<file path="config.mk">
export PLATFORM = sky130hd
export DESIGN_NAME = link_silence_watchdog_unit
export DESIGN_NICKNAME = d
export VERILOG_FILES = /design/src/sv/lsw_pkg.sv /design/src/sv/link_silence_watchdog_unit.sv /design/src/sv/lsw_thresh.sv /design/src/sv/lsw_core.sv
export SDC_FILE = /design/constraint.sdc
export NUM_CORES = 1
export LEC_CHECK = 0
export BUFFER_PORTS_ARGS = -buffer_cell sky130_fd_sc_hd__buf_2
export CAP_MARGIN = 20
export CORE_ASPECT_RATIO = 0.8
export CORE_UTILIZATION = 55
export DETAILED_ROUTE_END_ITERATION = 12
export PLACE_DENSITY = 0.77
export SYNTH_ARGS = -nofsm -noshare
export SYNTH_HDL_FRONTEND = slang
export SYNTH_SLANG_ARGS = --single-unit
</file>
<file path="constraint.sdc">
create_clock -name clk -period 5.95 [get_ports clk]
set_input_delay 1.19 -clock clk [delete_from_list [all_inputs] [get_ports clk]]
set_output_delay 1.19 -clock clk [all_outputs]
set_load 0.01 [all_outputs]
</file>
<file path="src/sv/lsw_pkg.sv">
// Shared types and constants for the link silence watchdog.
// No dependencies; every other file imports this package.
package lsw_pkg;

  localparam int SECS_W        = 16;  // configured time in seconds
  localparam int CNT_W         = 14;  // tick counters
  localparam int SPT_DEFAULT   = 5;   // seconds per tick
  localparam int IN_TDATA_W    = 8;
  localparam int OUT_TDATA_W   = 8;
  localparam int CFG_INDEX_W   = 2;
  localparam int SETTLE_W      = 2;

  localparam logic [CNT_W-1:0]    CNT_MAX          = {CNT_W{1'b1}};
  localparam logic [SECS_W-1:0]   INACTIVE_RST     = SECS_W'(30);
  localparam logic [SECS_W-1:0]   SILENT_RST       = SECS_W'(30);
  localparam logic [SECS_W-1:0]   EXIT_RST         = SECS_W'(0);
  localparam logic [SETTLE_W-1:0] SETTLE_CYCLES    = SETTLE_W'(2);

  typedef enum logic [CFG_INDEX_W-1:0] {
    CFG_INACTIVE = 2'd0,
    CFG_SILENT   = 2'd1,
    CFG_EXIT     = 2'd2
  } cfg_idx_t;

  typedef enum logic {
    OP_TICK     = 1'b0,
    OP_SHUTDOWN = 1'b1
  } op_t;

  // Thresholds in ticks, handed from the threshold unit to the core
  typedef struct packed {
    logic              settled;   // thresholds match the current registers
    logic              exit_en;   // silent exit time is nonzero
    logic [SECS_W-1:0] inact;
    logic [SECS_W-1:0] silent;
    logic [SECS_W-1:0] warn;
    logic [SECS_W-1:0] exit_thr;
  } thr_t;

endpackage

</file>
<file path="src/sv/link_silence_watchdog_unit.sv">
// Top level of the link silence watchdog: threshold unit plus counter core.
// Depends on lsw_pkg, lsw_thresh and lsw_core.
//
//  channel | dir | handshake             | payload
//  --------+-----+-----------------------+------------------------------------------
//  in_     | in  | in_tvalid/in_tready   | tdata: activity, remote rx, remote open
//          |     |                       | tuser: op (tick or shutdown)
//  out_    | out | out_tvalid/out_tready | tdata: warn, exit, reconnect, halted
//  cfg_    | in  | cfg_valid/cfg_ready   | cfg_index, cfg_data (seconds)
//
// One request per cycle unless a stalled result or a threshold refresh holds
// the input: the counter update is a single combinational pass from the accepted
// request into the result register, and exactly one result follows it on the next cycle.
// The result register decouples the sides: a new request is taken while the
// last result waits, as long as out_tready drains it in the same cycle.
// A configuration write, and reset, close the input while the reciprocal
// multiply (register, then quotient and clamp) refreshes thresholds.
// Reset is synchronous and active low; configuration returns to its defaults.
module link_silence_watchdog_unit
  import lsw_pkg::*;
#(
  parameter int SECONDS_PER_TICK = SPT_DEFAULT
) (
  input  logic                   clk,
  input  logic                   rst_n,
  // input stream
  input  logic                   in_tvalid,
  output logic                   in_tready,
  input  logic [IN_TDATA_W-1:0]  in_tdata,   // [0] local activity seen, [1] remote rx seen,
                                             // [2] remote_open, rest zero
  input  logic                   in_tuser,   // [0] op
  // result stream
  output logic                   out_tvalid,
  input  logic                   out_tready,
  output logic [OUT_TDATA_W-1:0] out_tdata,  // [0] warn_pulse, [1] exit_pulse,
                                             // [2] reconnect_pulse, [3] halted, rest zero
  // configuration writes
  input  logic                   cfg_valid,
  output logic                   cfg_ready,
  input  logic [CFG_INDEX_W-1:0] cfg_index,
  input  logic [SECS_W-1:0]      cfg_data
);

  thr_t thr;

  // Seconds-to-ticks conversion; also tells the core when thresholds are fresh
  lsw_thresh #(
    .SECONDS_PER_TICK(SECONDS_PER_TICK)
  ) u_thresh (
    .clk       (clk),
    .rst_n     (rst_n),
    .cfg_valid (cfg_valid),
    .cfg_ready (cfg_ready),
    .cfg_index (cfg_index),
    .cfg_data  (cfg_data),
    .thr       (thr)
  );

  // Counters, halt latch and the result register
  lsw_core u_core (
    .clk        (clk),
    .rst_n      (rst_n),
    .thr        (thr),
    .in_tvalid  (in_tvalid),
    .in_tready  (in_tready),
    .in_tdata   (in_tdata),
    .in_tuser   (in_tuser),
    .out_tvalid (out_tvalid),
    .out_tready (out_tready),
    .out_tdata  (out_tdata)
  );

endmodule

</file>
<file path="src/sv/lsw_thresh.sv">
// Configuration registers and seconds-to-ticks conversion for the watchdog.
// Depends on lsw_pkg. Division by the tick length is a reciprocal multiply.
module lsw_thresh
  import lsw_pkg::*;
#(
  parameter int SECONDS_PER_TICK = SPT_DEFAULT
) (
  input  logic                   clk,
  input  logic                   rst_n,
  input  logic                   cfg_valid,
  output logic                   cfg_ready,
  input  logic [CFG_INDEX_W-1:0] cfg_index,
  input  logic [SECS_W-1:0]      cfg_data,
  output thr_t                   thr
);

  // floor(v / D) == (v * RECIP) >> SHIFT for every SECS_W-bit v
  localparam int SHIFT  = SECS_W + $clog2(SECONDS_PER_TICK);
  localparam int RECIP_W = SECS_W + 1;
  localparam int PROD_W  = SECS_W + RECIP_W;
  localparam longint unsigned RECIP_L =
    ((64'd1 << SHIFT) + longint'(SECONDS_PER_TICK) - 64'd1) / longint'(SECONDS_PER_TICK);
  localparam logic [RECIP_W-1:0] RECIP = RECIP_W'(RECIP_L);

  logic [SECS_W-1:0]   inact_secs_r, sil_secs_r, exit_secs_r;
  logic [PROD_W-1:0]   inact_prod_r, silent_prod_r, exit_prod_r;
  logic [SECS_W-1:0]   inact_thr_r, silent_thr_r, warn_thr_r, exit_thr_r;
  logic [SETTLE_W-1:0] settle_r, settle_nxt;
  logic [SECS_W-1:0]   inact_q, silent_q, exit_q, silent_cl, warn_q;
  logic                wr;

  assign cfg_ready = 1'b1;
  assign wr        = cfg_valid & cfg_ready;

  always_ff @(posedge clk) begin
    if (!rst_n) begin
      inact_secs_r <= INACTIVE_RST;
      sil_secs_r   <= SILENT_RST;
      exit_secs_r  <= EXIT_RST;
    end else if (wr) begin
      unique case (cfg_idx_t'(cfg_index))
        CFG_INACTIVE: inact_secs_r <= cfg_data;
        CFG_SILENT:   sil_secs_r   <= cfg_data;
        CFG_EXIT:     exit_secs_r  <= cfg_data;
        default: ;
      endcase
    end
  end

  // Stage 1: reciprocal products
  always_ff @(posedge clk) begin
    inact_prod_r  <= PROD_W'(inact_secs_r) * PROD_W'(RECIP);
    silent_prod_r <= PROD_W'(sil_secs_r)   * PROD_W'(RECIP);
    exit_prod_r   <= PROD_W'(exit_secs_r)  * PROD_W'(RECIP);
  end

  // Stage 2: quotient, clamp to at least one tick, warn at half
  always_comb begin
    inact_q   = SECS_W'(inact_prod_r >> SHIFT);
    silent_q  = SECS_W'(silent_prod_r >> SHIFT);
    exit_q    = SECS_W'(exit_prod_r >> SHIFT);
    silent_cl = (silent_q == '0) ? SECS_W'(1) : silent_q;
    warn_q    = ((silent_cl >> 1) == '0) ? SECS_W'(1) : (silent_cl >> 1);
  end

  always_ff @(posedge clk) begin
    inact_thr_r  <= (inact_q == '0) ? SECS_W'(1) : inact_q;
    silent_thr_r <= silent_cl;
    warn_thr_r   <= warn_q;
    exit_thr_r   <= (exit_q == '0) ? SECS_W'(1) : exit_q;
  end

  // Hold off items until a new register value has reached the thresholds
  always_comb begin
    if (wr)
      settle_nxt = SETTLE_CYCLES;
    else if (settle_r != '0)
      settle_nxt = settle_r - SETTLE_W'(1);
    else
      settle_nxt = settle_r;
  end

  always_ff @(posedge clk) begin
    if (!rst_n) settle_r <= SETTLE_CYCLES;
    else        settle_r <= settle_nxt;
  end

  always_comb begin
    thr.settled  = (settle_r == '0);
    thr.exit_en  = (exit_secs_r != '0);
    thr.inact    = inact_thr_r;
    thr.silent   = silent_thr_r;
    thr.warn     = warn_thr_r;
    thr.exit_thr = exit_thr_r;
  end

endmodule

</file>
<file path="src/sv/lsw_core.sv">
// Watchdog counters, per-item update and the result register.
// Depends on lsw_pkg; thresholds come from lsw_thresh.
module lsw_core
  import lsw_pkg::*;
(
  input  logic                   clk,
  input  logic                   rst_n,
  input  thr_t                   thr,
  input  logic                   in_tvalid,
  output logic                   in_tready,
  input  logic [IN_TDATA_W-1:0]  in_tdata,
  input  logic                   in_tuser,
  output logic                   out_tvalid,
  input  logic                   out_tready,
  output logic [OUT_TDATA_W-1:0] out_tdata
);

  logic [CNT_W-1:0] inact_r, inact_nxt;
  logic [CNT_W-1:0] silent_r, silent_nxt;
  logic [CNT_W-1:0] total_r, total_nxt;
  logic             warned_r, warned_nxt;
  logic             halted_r, halted_nxt;
  logic             out_valid_r, out_valid_nxt;
  logic [3:0]       res_r, res_nxt;
  logic             take;
  logic             act, rx, open_link;
  logic             warn, ext, rec;
  logic [CNT_W-1:0] inc_inact, inc_silent, inc_total;

  assign act       = in_tdata[0];
  assign rx        = in_tdata[1];
  assign open_link = in_tdata[2];

  assign in_tready = thr.settled & (~out_valid_r | out_tready);
  assign take      = in_tvalid & in_tready;

  assign inc_inact  = (inact_r  == CNT_MAX) ? inact_r  : inact_r  + CNT_W'(1);
  assign inc_silent = (silent_r == CNT_MAX) ? silent_r : silent_r + CNT_W'(1);
  assign inc_total  = (total_r  == CNT_MAX) ? total_r  : total_r  + CNT_W'(1);

  always_comb begin
    inact_nxt  = inact_r;
    silent_nxt = silent_r;
    total_nxt  = total_r;
    warned_nxt = warned_r;
    halted_nxt = halted_r;
    warn       = 1'b0;
    ext        = 1'b0;
    rec        = 1'b0;
    if (!halted_r) begin
      if (op_t'(in_tuser) == OP_SHUTDOWN) begin
        halted_nxt = 1'b1;
      end else if (!act) begin
        silent_nxt = '0;
        total_nxt  = '0;
        warned_nxt = 1'b0;
        inact_nxt  = inc_inact;
        if (SECS_W'(inc_inact) >= thr.inact) begin
          rec       = open_link;
          inact_nxt = '0;
        end
      end else if (rx) begin
        inact_nxt  = '0;
        silent_nxt = '0;
        total_nxt  = '0;
        warned_nxt = 1'b0;
      end else begin
        inact_nxt  = '0;
        silent_nxt = inc_silent;
        total_nxt  = inc_total;
        if (!warned_r && SECS_W'(inc_total) >= thr.warn) begin
          warn       = 1'b1;
          warned_nxt = 1'b1;
        end
        if (thr.exit_en && SECS_W'(inc_total) >= thr.exit_thr) begin
          ext        = 1'b1;
          halted_nxt = 1'b1;
        end else if (SECS_W'(inc_silent) >= thr.silent) begin
          rec        = open_link;
          silent_nxt = '0;
        end
      end
    end
    res_nxt       = {halted_nxt, rec, ext, warn};
    out_valid_nxt = take | (out_valid_r & ~out_tready);
  end

  always_ff @(posedge clk) begin
    if (!rst_n) begin
      inact_r     <= '0;
      silent_r    <= '0;
      total_r     <= '0;
      warned_r    <= 1'b0;
      halted_r    <= 1'b0;
      out_valid_r <= 1'b0;
    end else begin
      out_valid_r <= out_valid_nxt;
      if (take) begin
        inact_r  <= inact_nxt;
        silent_r <= silent_nxt;
        total_r  <= total_nxt;
        warned_r <= warned_nxt;
        halted_r <= halted_nxt;
      end
    end
  end

  always_ff @(posedge clk) begin
    if (take) res_r <= res_nxt;
  end

  assign out_tvalid = out_valid_r;
  assign out_tdata  = {{(OUT_TDATA_W-4){1'b0}}, res_r};

endmodule

</file>
After elaboration in Yosys (flattened, before gate mapping)
Index checks and enable logic that the tools add are counted.
{"block": "op_classes", "n_mul": 3, "bitwise_logic": 11, "muxes": 26, "add_sub_neg": 4, "reduce_logical": 19, "order_cmp": 4, "eq_ne": 6}
{"cell": "two-way mux 14 bit", "count": 12}
{"cell": "multiplier 16 x 16 -> 32 bit (second input constant)", "count": 3}
{"cell": "logical NOT 16 bit", "count": 4}
{"cell": "adder 14 x 1 -> 14 bit (second input constant)", "count": 3}
{"cell": "== test 14 bit (second input constant)", "count": 3}
{"cell": "greater-or-equal comparator 14 x 16 -> 1 bit", "count": 2}
{"cell": "greater-or-equal comparator 14 bit", "count": 2}
{"cell": "nonzero test 16 bit", "count": 1}
{"cell": "two-way mux 1 bit", "count": 14}
{"cell": "inverter 1 bit", "count": 6}
{"cell": "AND reduction 2 bit", "count": 3}
{"cell": "logical NOT 2 bit", "count": 2}
{"cell": "AND reduction 4 bit", "count": 1}
{"cell": "OR reduction 2 bit", "count": 2}
{"cell": "OR reduction 4 bit", "count": 1}
{"cell": "AND 1 bit", "count": 3}
{"cell": "!= test 3 x 1 -> 1 bit (second input constant)", "count": 1}
{"cell": "AND reduction 3 bit", "count": 1}
{"cell": "== test 2 x 1 -> 1 bit (second input constant)", "count": 1}
{"cell": "== test 2 bit (second input constant)", "count": 1}
{"cell": "logical AND 1 bit", "count": 2}
{"cell": "bitwise OR 1 bit", "count": 2}
{"cell": "nonzero test 2 bit", "count": 1}
{"cell": "subtractor 2 x 1 -> 2 bit (second input constant)", "count": 1}
{"cell": "logical NOT 1 bit", "count": 1}
{"block": "word_totals", "wordCells": 95, "input_bits": 32, "register_bits": 255}

Longest topological paths before layout
Gate-level depths: netlist (run 1).
{"block": "logic_depth", "ltp_word": 9, "ltp_mapped": 21, "depth_no_buf": 21}

Modules after synthesis
Synthesis (run 1) repeated with hierarchy kept, for this count alone.
{"block": "unflattened", "hier_cells": 2289, "area_unflattened_um2": 21733.3}
{"module": "lsw_thresh", "instances": 1, "area_each_um2": 17493.0, "cells_per_inst": 1754, "seq_area_each_um2": 2942.8}
{"module": "lsw_core", "instances": 1, "area_each_um2": 4240.3, "cells_per_inst": 535, "seq_area_each_um2": 1021.0}

Worst setup path before layout (run 1)
No wires, ideal clock.
{"block": "synth_path", "kind": "register -> register", "startpoint": "register u_thresh.sil_secs_r[11]", "endpoint": "register u_thresh.silent_prod_r[31]", "period_less_slack_ns": 5.143, "path_stages_with_launch": 19, "arrival_ns": 5.016, "slack_ns": 0.807, "path_cell_list": "dfxtp_1 > ha_1 > ha_1 > inv_1 > fa_1 > inv_1 > fa_1 > fa_1 > inv_1 > fa_1 > inv_1 > ha_1 > a211o_1 > o211ai_1 > a21oi_1 > o41ai_2 > o31ai_2 > and4_4 > or3_1"}
{"block": "synth_via", "elab_chain_cells": 1}
{"element": "from (decl)", "line": "lsw_thresh.sv:25", "source": "logic [SECS_W-1:0] inact_secs_r, sil_secs_r, exit_secs_r;"}
{"element": "from (signal assigned)", "line": "lsw_thresh.sv:43", "source": "CFG_SILENT: sil_secs_r <= cfg_data;"}
{"element": "multiplier 16 x 16 -> 32 bit", "line": "lsw_thresh.sv:53", "source": "silent_prod_r <= PROD_W'(sil_secs_r) * PROD_W'(RECIP);"}
{"element": "to (signal assigned)", "line": "lsw_thresh.sv:53"}
{"element": "to (decl)", "line": "lsw_thresh.sv:26", "source": "logic [PROD_W-1:0] inact_prod_r, silent_prod_r, exit_prod_r;"}
Every way passes these cells.
A chain may end at the register's enable or synchronous reset.

Final worst setup path (run 1)
{"block": "layout_path", "startpoint": "register u_thresh.sil_secs_r[10]", "endpoint": "register u_thresh.silent_prod_r[24]"}
The elaborated chain is that of the path after synthesis.

==> results of run 1 <==
report_power, final:
group,switching [W],internal (W),total (W)
Sequential,0.000122,0.00150,0.00162
Clock,0.000568,0.000585,0.00115
Combinational,0.00140,0.000997,0.00240
Total,0.00209,0.00308,0.00517
area by class of cell:
| type | count | area share, % |
|---|---|---|
| inverter | 523 | 8.37 |
| clock buffer | 20 | 1.99 |
| sequential | 196 | 16.9 |
| tap | 536 | 2.86 |
| clock inverter | 12 | 0.485 |
| multi-input combinational | 1584 | 67.5 |
| timing repair buffer | 70 | 1.90 |
stage by stage:
step | cells | setup WS (ns)
finish | 2941 | 0.246
global route | 2941 | 0.00958
CTS | 2941 | 0.243
detailed placement | 2909 | 0.285
global placement | 2909 | 0.319
floorplan | 2393 | 0.807
logic make-up (layout without fill, tap and decap cells):
| family | Yosys count | count (layout) | synth area share [%] |
|---|---|---|---|
| xor+xnor | 89 | 89 | 3.53 |
| buf+inv | 613 | 625 | 10.5 |
| compound gates | 326 | 326 | 9.99 |
| other cells | 2 | 5 | 0.0340 |
| simple gates | 459 | 459 | 10.1 |
| mux | 10 | 10 | 0.470 |
| flops | 196 | 196 | 17.9 |
| fa+ha+maj | 695 | 695 | 47.4 |
critical path, stage by stage (launching register included):
cell                        delay [ns]
sky130_fd_sc_hd__dfxtp_1          0.49
sky130_fd_sc_hd__ha_1             0.36
sky130_fd_sc_hd__ha_1             0.31
sky130_fd_sc_hd__inv_1            0.05
sky130_fd_sc_hd__fa_1             0.51
sky130_fd_sc_hd__inv_1            0.06
sky130_fd_sc_hd__fa_1             0.48
sky130_fd_sc_hd__fa_1             0.50
sky130_fd_sc_hd__inv_1            0.06
sky130_fd_sc_hd__fa_1             0.52
sky130_fd_sc_hd__inv_1            0.05
sky130_fd_sc_hd__ha_1             0.31
sky130_fd_sc_hd__o21ai_0          0.23
sky130_fd_sc_hd__a21oi_1          0.11
sky130_fd_sc_hd__a2111oi_2        0.52
sky130_fd_sc_hd__nor4_1           0.16
sky130_fd_sc_hd__a2111oi_4        0.55
sky130_fd_sc_hd__o21ba_2          0.23
sky130_fd_sc_hd__xnor2_1          0.13
Yosys cell counts, drive strengths merged (29+ instances only):
| master | number | area share (%) |
|---|---|---|
| dfxtp | 192 | 17 |
| nor2 | 66 | 1.1 |
| a21o | 35 | 1.2 |
| clkbuf | 79 | 1.3 |
| nand2 | 181 | 3.1 |
| xor2 | 43 | 1.7 |
| a21oi | 122 | 2.8 |
| o21ai | 43 | 1.0 |
| inv | 523 | 8.9 |
| fa | 237 | 21 |
| nor3 | 29 | 0.66 |
| xnor2 | 46 | 1.8 |
| ha | 458 | 26 |
| nand3 | 45 | 1.0 |
worst min-delay path by stage:
stage,from,endpoint,slack (ns),cells after the start
6_report,u_thresh.exit_prod_r[32]$_DFF_P_,u_thresh.exit_thr_r[13]$_SDFF_PN0_,0.34,0
5_1_grt,u_thresh.exit_prod_r[32]$_DFF_P_,u_thresh.exit_thr_r[13]$_SDFF_PN0_,0.35,0
4_1_cts,u_thresh.exit_prod_r[32]$_DFF_P_,u_thresh.exit_thr_r[13]$_SDFF_PN0_,0.34,0
3_5_place_dp,u_thresh.exit_prod_r[25]$_DFF_P_,u_thresh.exit_thr_r[6]$_SDFF_PN0_,0.34,0
3_3_place_gp,u_thresh.exit_prod_r[27]$_DFF_P_,u_thresh.exit_thr_r[8]$_SDFF_PN0_,0.34,0
2_1_floorplan,u_thresh.silent_prod_r[19]$_DFF_P_,u_thresh.silent_thr_r[0]$_SDFF_PP1_,0.39,1
sequential cells by signal, summed over array words and instances, names as in the netlist, 2 cells and up:
register and flops:
u_thresh.exit_secs_r 16, u_thresh.exit_thr_r 14, u_core.inact_r 14, u_thresh.sil_secs_r 16, u_thresh.silent_prod_r 14, u_thresh.exit_prod_r 14, u_thresh.inact_secs_r 16, u_thresh.inact_prod_r 14
u_thresh.settle_r 2, u_thresh.inact_thr_r 14, u_core.silent_r 14, u_thresh.silent_thr_r 14, u_thresh.warn_thr_r 13, u_core.total_r 14, u_core.res_r 4
layer usage:
metal,vias to the layer above,global-route usage (%)
met5,-,0
met4,0,5.32
met3,65,4.18
met2,502,42.5
met1,7986,36.8
li1,7775,-
timing repair:
item                                   4_1_cts  5_1_grt
endpoints found under the hold margin        0        0
gates resized for setup                      0        2
setup endpoints to repair                    0        3
==> flow_summary.ini, run 1 <==
[sta]
timing_worst_slew_pin_value_ns = 0.807
setup-violations-final = 0
timing.setup.tns_ns = 0
unrepaired_setup_endpoints_after_global_routing = false
slew_viol_final = 0
finalCritPeriodShare_pct = 95.9
whs_ns = 0.342
timing.clock.skew_ns = 0.0138
fmax_ghz = 0.175
post-route-min-period_ns = 5.70
number_of_hold_slack_violations_in_the_final_timing_report = 0
max-slew-margin-rel_pct = 46.0

[synth]
post_synth_edffs = 4
ys_seq_elements = 196
number_of_instances_in_the_synthesized_netlist = 2390
synth-seq-area-share_pct = 17.9
synth_warnings = 0
netlist-cell-type-count = 82
syn_area_per_cell_um2 = 9.24
ys_dominant_reg_cell = sky130_fd_sc_hd__dfxtp_1
synth.cell_area_um2 = 22100
async_set_or_reset_flop_fraction_in_the_synthesized_netlist_pct = 0

[cells_and_area]
mostFrequentLayoutCell = sky130_fd_sc_hd__inv_1
area_growth_syn_to_fin_pct = 6.20
finish.net_count = 3119
top_library_cells_by_usage_in_the_layout_fill_and_taps_aside = 522 x sky130_fd_sc_hd__inv_1, 458 x sky130_fd_sc_hd__ha_1, 237 x sky130_fd_sc_hd__fa_1
n_fill_cell = 3349
multiInputGateArea_um2 = 15800
insertedDiodeCount = 0
drive_above_1_share_pct = 5.65
register_area_um2 = 3960
finish.utilization_pct = 59.3
post-route-cell-area_um2 = 23500

[clock_network]
insertion_delay_ns = 0.45
tritoncts = yes
post-cts-setup-buffers = 0
clock-root-buffer = sky130_fd_sc_hd__clkbuf_16
numCtsBuffers = 17
htreeDepth = 4
cts_hold_buf = 0
clock_sinks = 196
clock_tree.buffer_depth = 2
cts.reportedPaths.clkPinSlew_ns = 0.08

[setup_path]
critPathArrivalTime_ns = 6.06
worst_setup_path_startpoint = u_thresh.sil_secs_r[10]$_SDFFE_PN0P_
rr_worst_depth = 18
crit-reg2reg-launch = u_thresh.sil_secs_r[10]$_SDFFE_PN0P_
timing_worst_setup_path_type = flip-flop to flip-flop
crit_path_end_kind = flip-flop
regToRegEndpoint = u_thresh.silent_prod_r[24]$_DFF_P_
critical_path.startpoint_type = flip-flop
rrSetupSlack_ns = 0.25
cp_max_fo = 4
required_arrival_time_at_the_worst_endpoint_ns = 6.31
timing.critical_path.to = u_thresh.silent_prod_r[24]$_DFF_P_

[drt]
drc = 0
detailroute.via_count = 16328
firstDrtPassIters = 6
m1WireLength_um = 23400
routed-wl-met2_um = 22800
ant_nets = 0
routed_wl_um = 50300
drt_iter0_drc = 1159
routed.top_layer = met4
routed_wire_length_per_instance_um = 17.1
met3RoutedLength_um = 3430
route.detailed.vias_per_inst = 5.55

[floorplanning]
dieWidth_um = 226
die_footprint_um2 = 41000
start_util_pct = 55.9
placeableCoreArea_um2 = 39500
num_io_pins = 43
die_height_um = 181
floorplan.rows = 65

[power]
p_leak_nw = 12.6
peakVddDrop_v = 0.000233
power_w = 0.00517
p_per_area_nw_per_um2 = 220

[global_route]
grt_overflow_total = 0
grt_antenna_before_repair = 2
grt_max_degree = 45
grt_util_all_layers_pct = 26.2
vias_in_the_first_global_route = 16927
grt_first_pass_wirelength_um = 84700

[placement]
place.port_buffers = 32
dpl_cell_area_um2 = 22900
dp.final_hpwl_um = 42600
gpl.final_weighted_congestion = 0.980

[job]
max-cap-violations = 0

[status]
result_of_the_run = completed

[worst_hold_path]
worst_hold_path_type = flip-flop to flip-flop
No activity file was read; power rests on OpenSTA's default activity.
==> run 2: changes to the inputs <==
--- a/config.mk
+++ b/config.mk
@@ -8,9 +8,9 @@
 export BUFFER_PORTS_ARGS = -buffer_cell sky130_fd_sc_hd__buf_2
 export CAP_MARGIN = 20
 export CORE_ASPECT_RATIO = 0.8
-export CORE_UTILIZATION = 55
+export CORE_UTILIZATION = 40
 export DETAILED_ROUTE_END_ITERATION = 12
-export PLACE_DENSITY = 0.77
+export PLACE_DENSITY = 0.61
 export SYNTH_ARGS = -nofsm -noshare
 export SYNTH_HDL_FRONTEND = slang
 export SYNTH_SLANG_ARGS = --single-unit
==> flow_summary.ini, run 2 (synthesis gave the netlist of run 1 again) <==
[status]
result_of_the_run = completed

[placement]
dpl_cell_area_um2 = 23100
place.port_buffers = 32
dp.final_hpwl_um = 44100
dpl_worst_slack_ns = 0.279
gpl.final_weighted_congestion = 0.921

[setup_path]
required_arrival_time_at_the_worst_endpoint_ns = 6.29
regToRegEndpoint = u_thresh.exit_prod_r[28]$_DFF_P_
cp_max_fo = 7
critPathArrivalTime_ns = 6.06
rr_worst_depth = 17
timing_worst_setup_path_type = flip-flop to flip-flop
crit-reg2reg-launch = u_thresh.exit_secs_r[11]$_SDFFE_PN0P_
crit_path_end_kind = flip-flop
rrSetupSlack_ns = 0.23
critical_path.startpoint_type = flip-flop

[floorplanning]
dieWidth_um = 265
num_io_pins = 43
die_footprint_um2 = 56200
die_height_um = 212
placeableCoreArea_um2 = 54200
floorplan.rows = 76
start_util_pct = 40.8

[clock_network]
numCtsBuffers = 17
htreeDepth = 4
clock-root-buffer = sky130_fd_sc_hd__clkbuf_16
tritoncts = yes
insertion_delay_ns = 0.46
clock_tree.buffer_depth = 2
clock_sinks = 196
cts_hold_buf = 0
cts.reportedPaths.clkPinSlew_ns = 0.07

[cells_and_area]
area_growth_syn_to_fin_pct = 7.52
mostFrequentLayoutCell = sky130_fd_sc_hd__inv_1
top_library_cells_by_usage_in_the_layout_fill_and_taps_aside = 522 x sky130_fd_sc_hd__inv_1, 458 x sky130_fd_sc_hd__ha_1, 237 x sky130_fd_sc_hd__fa_1
post-route-cell-area_um2 = 23800
layout_top_registers = u_thresh.exit_secs_r: 16 flops, u_thresh.inact_secs_r: 16 flops, u_thresh.sil_secs_r: 16 flops
insertedDiodeCount = 0
drive_above_1_share_pct = 5.73
finish.net_count = 3124

[drt]
detailroute.via_count = 16000
ant_nets = 0
drc = 0
routed_wl_um = 51300
firstDrtPassIters = 5
routed_wire_length_per_instance_um = 16.5
drt_iter0_drc = 964
route.detailed.vias_per_inst = 5.14

[sta]
timing.setup.tns_ns = 0
number_of_hold_slack_violations_in_the_final_timing_report = 0
setup-violations-final = 0
fmax_ghz = 0.175
max-slew-margin-rel_pct = 45.2
slew_viol_final = 0
worst_slack_ns = 0.230
post-route-min-period_ns = 5.72
timing.clock.skew_ns = 0.0174
unrepaired_setup_endpoints_after_global_routing = false
finalCritPeriodShare_pct = 96.1
timing_worst_slew_pin_value_ns = 0.817

[power]
power_w = 0.00529
p_leak_nw = 12.6
p_per_area_nw_per_um2 = 223
peakVddDrop_v = 0.000313

[global_route]
grt_first_pass_wirelength_um = 85900
grt_overflow_total = 0
grt_max_degree = 43
grt_antenna_before_repair = 1
vias_in_the_first_global_route = 16869
grt_util_all_layers_pct = 19.4

[worst_hold_path]
whs_path_depth = 0
worst_hold_startpoint = u_thresh.inact_prod_r[24]$_DFF_P_
worst_hold_path_type = flip-flop to flip-flop
timing.hold.worst_endpoint = u_thresh.inact_thr_r[5]$_SDFF_PN0_

[job]
max-cap-violations = 0
[run 2: routing by layer]
metal | vias to the layer above | track usage [%] | share of wire (%)
met5 | - | 0 | 0
met4 | 0 | 3.91 | 1.6
met3 | 59 | 3.51 | 5.8
met2 | 321 | 31.3 | 44
met1 | 7828 | 27.1 | 49
li1 | 7792 | - | -
[run 2: worst max-delay path by stage]
stage	to	startpoint
detailed placement	u_thresh.silent_prod_r[31]$_DFF_P_	u_thresh.sil_secs_r[4]$_SDFFE_PN1P_
global placement	u_thresh.silent_prod_r[31]$_DFF_P_	u_thresh.sil_secs_r[4]$_SDFFE_PN1P_
floorplan	u_thresh.silent_prod_r[31]$_DFF_P_	u_thresh.sil_secs_r[11]$_SDFFE_PN0P_
CTS	u_thresh.silent_prod_r[31]$_DFF_P_	u_thresh.sil_secs_r[4]$_SDFFE_PN1P_
finish	u_thresh.exit_prod_r[28]$_DFF_P_	u_thresh.exit_secs_r[11]$_SDFFE_PN0P_
global route	u_thresh.exit_prod_r[28]$_DFF_P_	u_thresh.exit_secs_r[11]$_SDFFE_PN0P_
[run 2: power breakdown]
part / internal [W] / total [W] / switching (W)
combinational: 0.00101 / 0.00242 / 0.00141
clock: 0.000709 / 0.00125 / 0.000542
sequential: 0.00150 / 0.00162 / 0.000119
[run 2: worst max-delay path, stage by stage (launching register included)]
cell and delay (ns):
sky130_fd_sc_hd__dfxtp_1 0.61, sky130_fd_sc_hd__inv_1 0.09, sky130_fd_sc_hd__ha_1 0.38, sky130_fd_sc_hd__ha_1 0.31, sky130_fd_sc_hd__inv_1 0.05, sky130_fd_sc_hd__fa_1 0.50
sky130_fd_sc_hd__inv_1 0.06, sky130_fd_sc_hd__fa_1 0.43, sky130_fd_sc_hd__fa_1 0.53, sky130_fd_sc_hd__fa_1 0.41, sky130_fd_sc_hd__ha_1 0.33, sky130_fd_sc_hd__a21oi_1 0.13
sky130_fd_sc_hd__o21ai_0 0.22, sky130_fd_sc_hd__a211o_1 0.36, sky130_fd_sc_hd__o211ai_1 0.29, sky130_fd_sc_hd__a21oi_1 0.19, sky130_fd_sc_hd__or2_2 0.37, sky130_fd_sc_hd__o311a_1 0.34
[run 2: area by class of cell]
cell class	instances	area (um2)
fill	5285	30500
multi-input combinational	1584	15800
sequential	196	3960
inverter	523	1960
tap	702	878
timing repair buffer	75	483
clock buffer	21	472
clock inverter	11	164
[run 2: timing repair]
item | CTS | global route
resized for setup | 0 | 1
setup endpoints to repair | 0 | 1
setup buffers | 0 | 0
endpoints found under the hold margin | 0 | 0
[run 2: stage by stage]
stage	hold slack, ns	std cells	utilization, %
6_report	0.349	3112	43.8
5_1_grt	0.356	3112	43.8
4_1_cts	0.346	3112	43.8
3_5_place_dp	0.340	3080	42.6
3_3_place_gp	0.340	3080	42.6
2_1_floorplan	0.386	2393	-
==> run 3: changes to the inputs <==
--- a/config.mk
+++ b/config.mk
@@ -11,6 +11,7 @@
 export CORE_UTILIZATION = 40
 export DETAILED_ROUTE_END_ITERATION = 12
 export PLACE_DENSITY = 0.61
+export RECOVER_POWER = 50
 export SYNTH_ARGS = -nofsm -noshare
 export SYNTH_HDL_FRONTEND = slang
 export SYNTH_SLANG_ARGS = --single-unit
==> flow_summary.ini, run 3 (synthesis gave the netlist of run 1 again) <==
[status]
result_of_the_run = complete, but fails checks
violations = capacitance limit, slew limit

[worst_hold_path]
whs_path_depth = 0
worst_hold_path_type = flip-flop to flip-flop

[power]
p_leak_nw = 12.6
peakVddDrop_v = 0.000313
power_w = 0.00529
p_per_area_nw_per_um2 = 223

[drt]
route.detailed.vias_per_inst = 5.15
detailroute.via_count = 16022
routed_wire_length_per_instance_um = 16.5
ant_nets = 0
firstDrtPassIters = 7
drc = 0
routed_wl_um = 51400
drt_iter0_drc = 946

[setup_path]
timing.critical_path.to = u_thresh.exit_prod_r[28]$_DFF_P_
worst_setup_path_startpoint = u_thresh.exit_secs_r[11]$_SDFFE_PN0P_
path_common_cell = sky130_fd_sc_hd__fa_1
regToRegEndpoint = u_thresh.exit_prod_r[28]$_DFF_P_
rrSetupSlack_ns = 0.22
critical-path-max-stage-delay_ns = 0.61
critPathArrivalTime_ns = 6.07
crit-reg2reg-launch = u_thresh.exit_secs_r[11]$_SDFFE_PN0P_
required_arrival_time_at_the_worst_endpoint_ns = 6.29
crit_path_end_kind = flip-flop
cp_max_delay_cell = sky130_fd_sc_hd__dfxtp_1
cp_cell_sequence = inv_1, ha_1, ha_1, inv_1, fa_1, inv_1, fa_1, fa_1, fa_1, ha_1, a21oi_1, o21ai_0, a211o_1, o211ai_1, a21oi_1, or2_2, o311a_1
critical_path.startpoint_type = flip-flop
rr_worst_depth = 17
timing_worst_setup_path_type = flip-flop to flip-flop
cp_max_fo = 7

[sta]
finalCritPeriodShare_pct = 96.2
worst_slack_ns = 0.224
fmax_ghz = 0.175
slew_viol_final = 67
post-route-min-period_ns = 5.73
unrepaired_setup_endpoints_after_global_routing = false
timing_worst_slew_pin_value_ns = 2.06
max-slew-margin-rel_pct = -37.5
number_of_hold_slack_violations_in_the_final_timing_report = 0
setup-violations-final = 0
timing.clock.skew_ns = 0.0179
timing.setup.tns_ns = 0

[placement]
gpl.final_weighted_congestion = 0.921
place.port_buffers = 32
dpl_worst_slack_ns = 0.279
dp.final_hpwl_um = 44100

[clock_network]
clock-root-buffer = sky130_fd_sc_hd__clkbuf_16
cts.reportedPaths.clkPinSlew_ns = 0.07
clock_sinks = 196
clock_tree.buffer_depth = 2
tritoncts = yes
htreeDepth = 4
numCtsBuffers = 17
post-cts-setup-buffers = 0
insertion_delay_ns = 0.46

[cells_and_area]
insertedDiodeCount = 0
mostFrequentLayoutCell = sky130_fd_sc_hd__inv_1
finish.net_count = 3124
n_fill_cell = 5291
top_library_cells_by_usage_in_the_layout_fill_and_taps_aside = 523 x sky130_fd_sc_hd__inv_1, 458 x sky130_fd_sc_hd__ha_1, 237 x sky130_fd_sc_hd__fa_1
layout_top_registers = u_thresh.exit_secs_r: 16 flops, u_thresh.inact_secs_r: 16 flops, u_thresh.sil_secs_r: 16 flops
drive_above_1_share_pct = 5.39
area_growth_syn_to_fin_pct = 7.46

[floorplanning]
die_footprint_um2 = 56200
start_util_pct = 40.8
die_height_um = 212
num_io_pins = 43
floorplan.rows = 76
dieWidth_um = 265
placeableCoreArea_um2 = 54200

[global_route]
grt_max_degree = 43
grt_overflow_total = 0
grt_util_all_layers_pct = 19.4
grt_antenna_before_repair = 1
vias_in_the_first_global_route = 16869
grt_first_pass_wirelength_um = 85900

[job]
max-cap-violations = 2
-- run 3: changes by cell type in the layout (fill, tap and decap cells not counted), sizes merged --
cell    before  now
clkbuf      21   28
buf         75   68
-- run 3: per-stage QoR --
step	instance area (um2)	hold slack, ns	utilization, %	cells
finish	23700	0.349	43.8	3112
global route	23700	0.356	43.8	3112
CTS	23700	0.346	43.8	3112
detailed placement	23100	0.340	42.6	3080
global placement	23100	0.340	42.6	3080
floorplan	22100	0.386	-	2393
-- run 3: cell type report --
type                            instances  area [um2]  share of cell area, %
Multi-Input combinational cell       1584       15800                   66.7
Sequential cell                       196        3960                   16.7
Inverter                              523        1960                   8.27
Tap cell                              702         878                   3.70
Clock buffer                           21         472                   1.99
Timing Repair Buffer                   75         469                   1.98
Clock inverter                         11         164                  0.691
-- run 3: worst min path at each step --
| stage | from | slack (ns) | to |
|---|---|---|---|
| after floorplan | u_thresh.silent_prod_r[19]$_DFF_P_ | 0.39 | u_thresh.silent_thr_r[0]$_SDFF_PP1_ |
| after global placement | u_thresh.exit_prod_r[27]$_DFF_P_ | 0.34 | u_thresh.exit_thr_r[8]$_SDFF_PN0_ |
| after detailed placement | u_thresh.exit_prod_r[27]$_DFF_P_ | 0.34 | u_thresh.exit_thr_r[8]$_SDFF_PN0_ |
| after CTS | u_thresh.inact_prod_r[24]$_DFF_P_ | 0.35 | u_thresh.inact_thr_r[5]$_SDFF_PN0_ |
| after global routing | u_thresh.inact_prod_r[24]$_DFF_P_ | 0.36 | u_thresh.inact_thr_r[5]$_SDFF_PN0_ |
| final | u_thresh.inact_prod_r[24]$_DFF_P_ | 0.35 | u_thresh.inact_thr_r[5]$_SDFF_PN0_ |
-- run 3: layer usage --
| metal | vias up | track usage, % | routed length (um) |
|---|---|---|---|
| li1 | 7790 | - | - |
| met1 | 7840 | 27.1 | 25100 |
| met2 | 333 | 31.3 | 22500 |
| met3 | 59 | 3.51 | 2950 |
| met4 | 0 | 3.91 | 828 |
| met5 | - | 0 | 0 |
-- run 3: repair_timing --
action                                 4_1_cts  5_1_grt
setup endpoints to repair                    0        1
gates resized for setup                      0        1
hold buffers                                 0        0
endpoints found under the hold margin        0        0
-- run 3: report_power, final --
group          leakage [nW]  total, W  switching [W]  internal, W
registers              1.61   0.00162       0.000122      0.00150
logic                  10.7   0.00242        0.00141      0.00101
clock network         0.301   0.00125       0.000542     0.000709
total                  12.6   0.00529        0.00208      0.00322
-- run 3: worst max-delay path: cells and delay by family (launching register included) --
kind	cells	cell delay, ns
AND/OR/NAND/NOR	1	0.37
flip-flops	1	0.61
buffers and inverters	3	0.20
AO/OA/AOI/OAI	6	1.54
adder cells (fa/ha/maj)	7	2.89
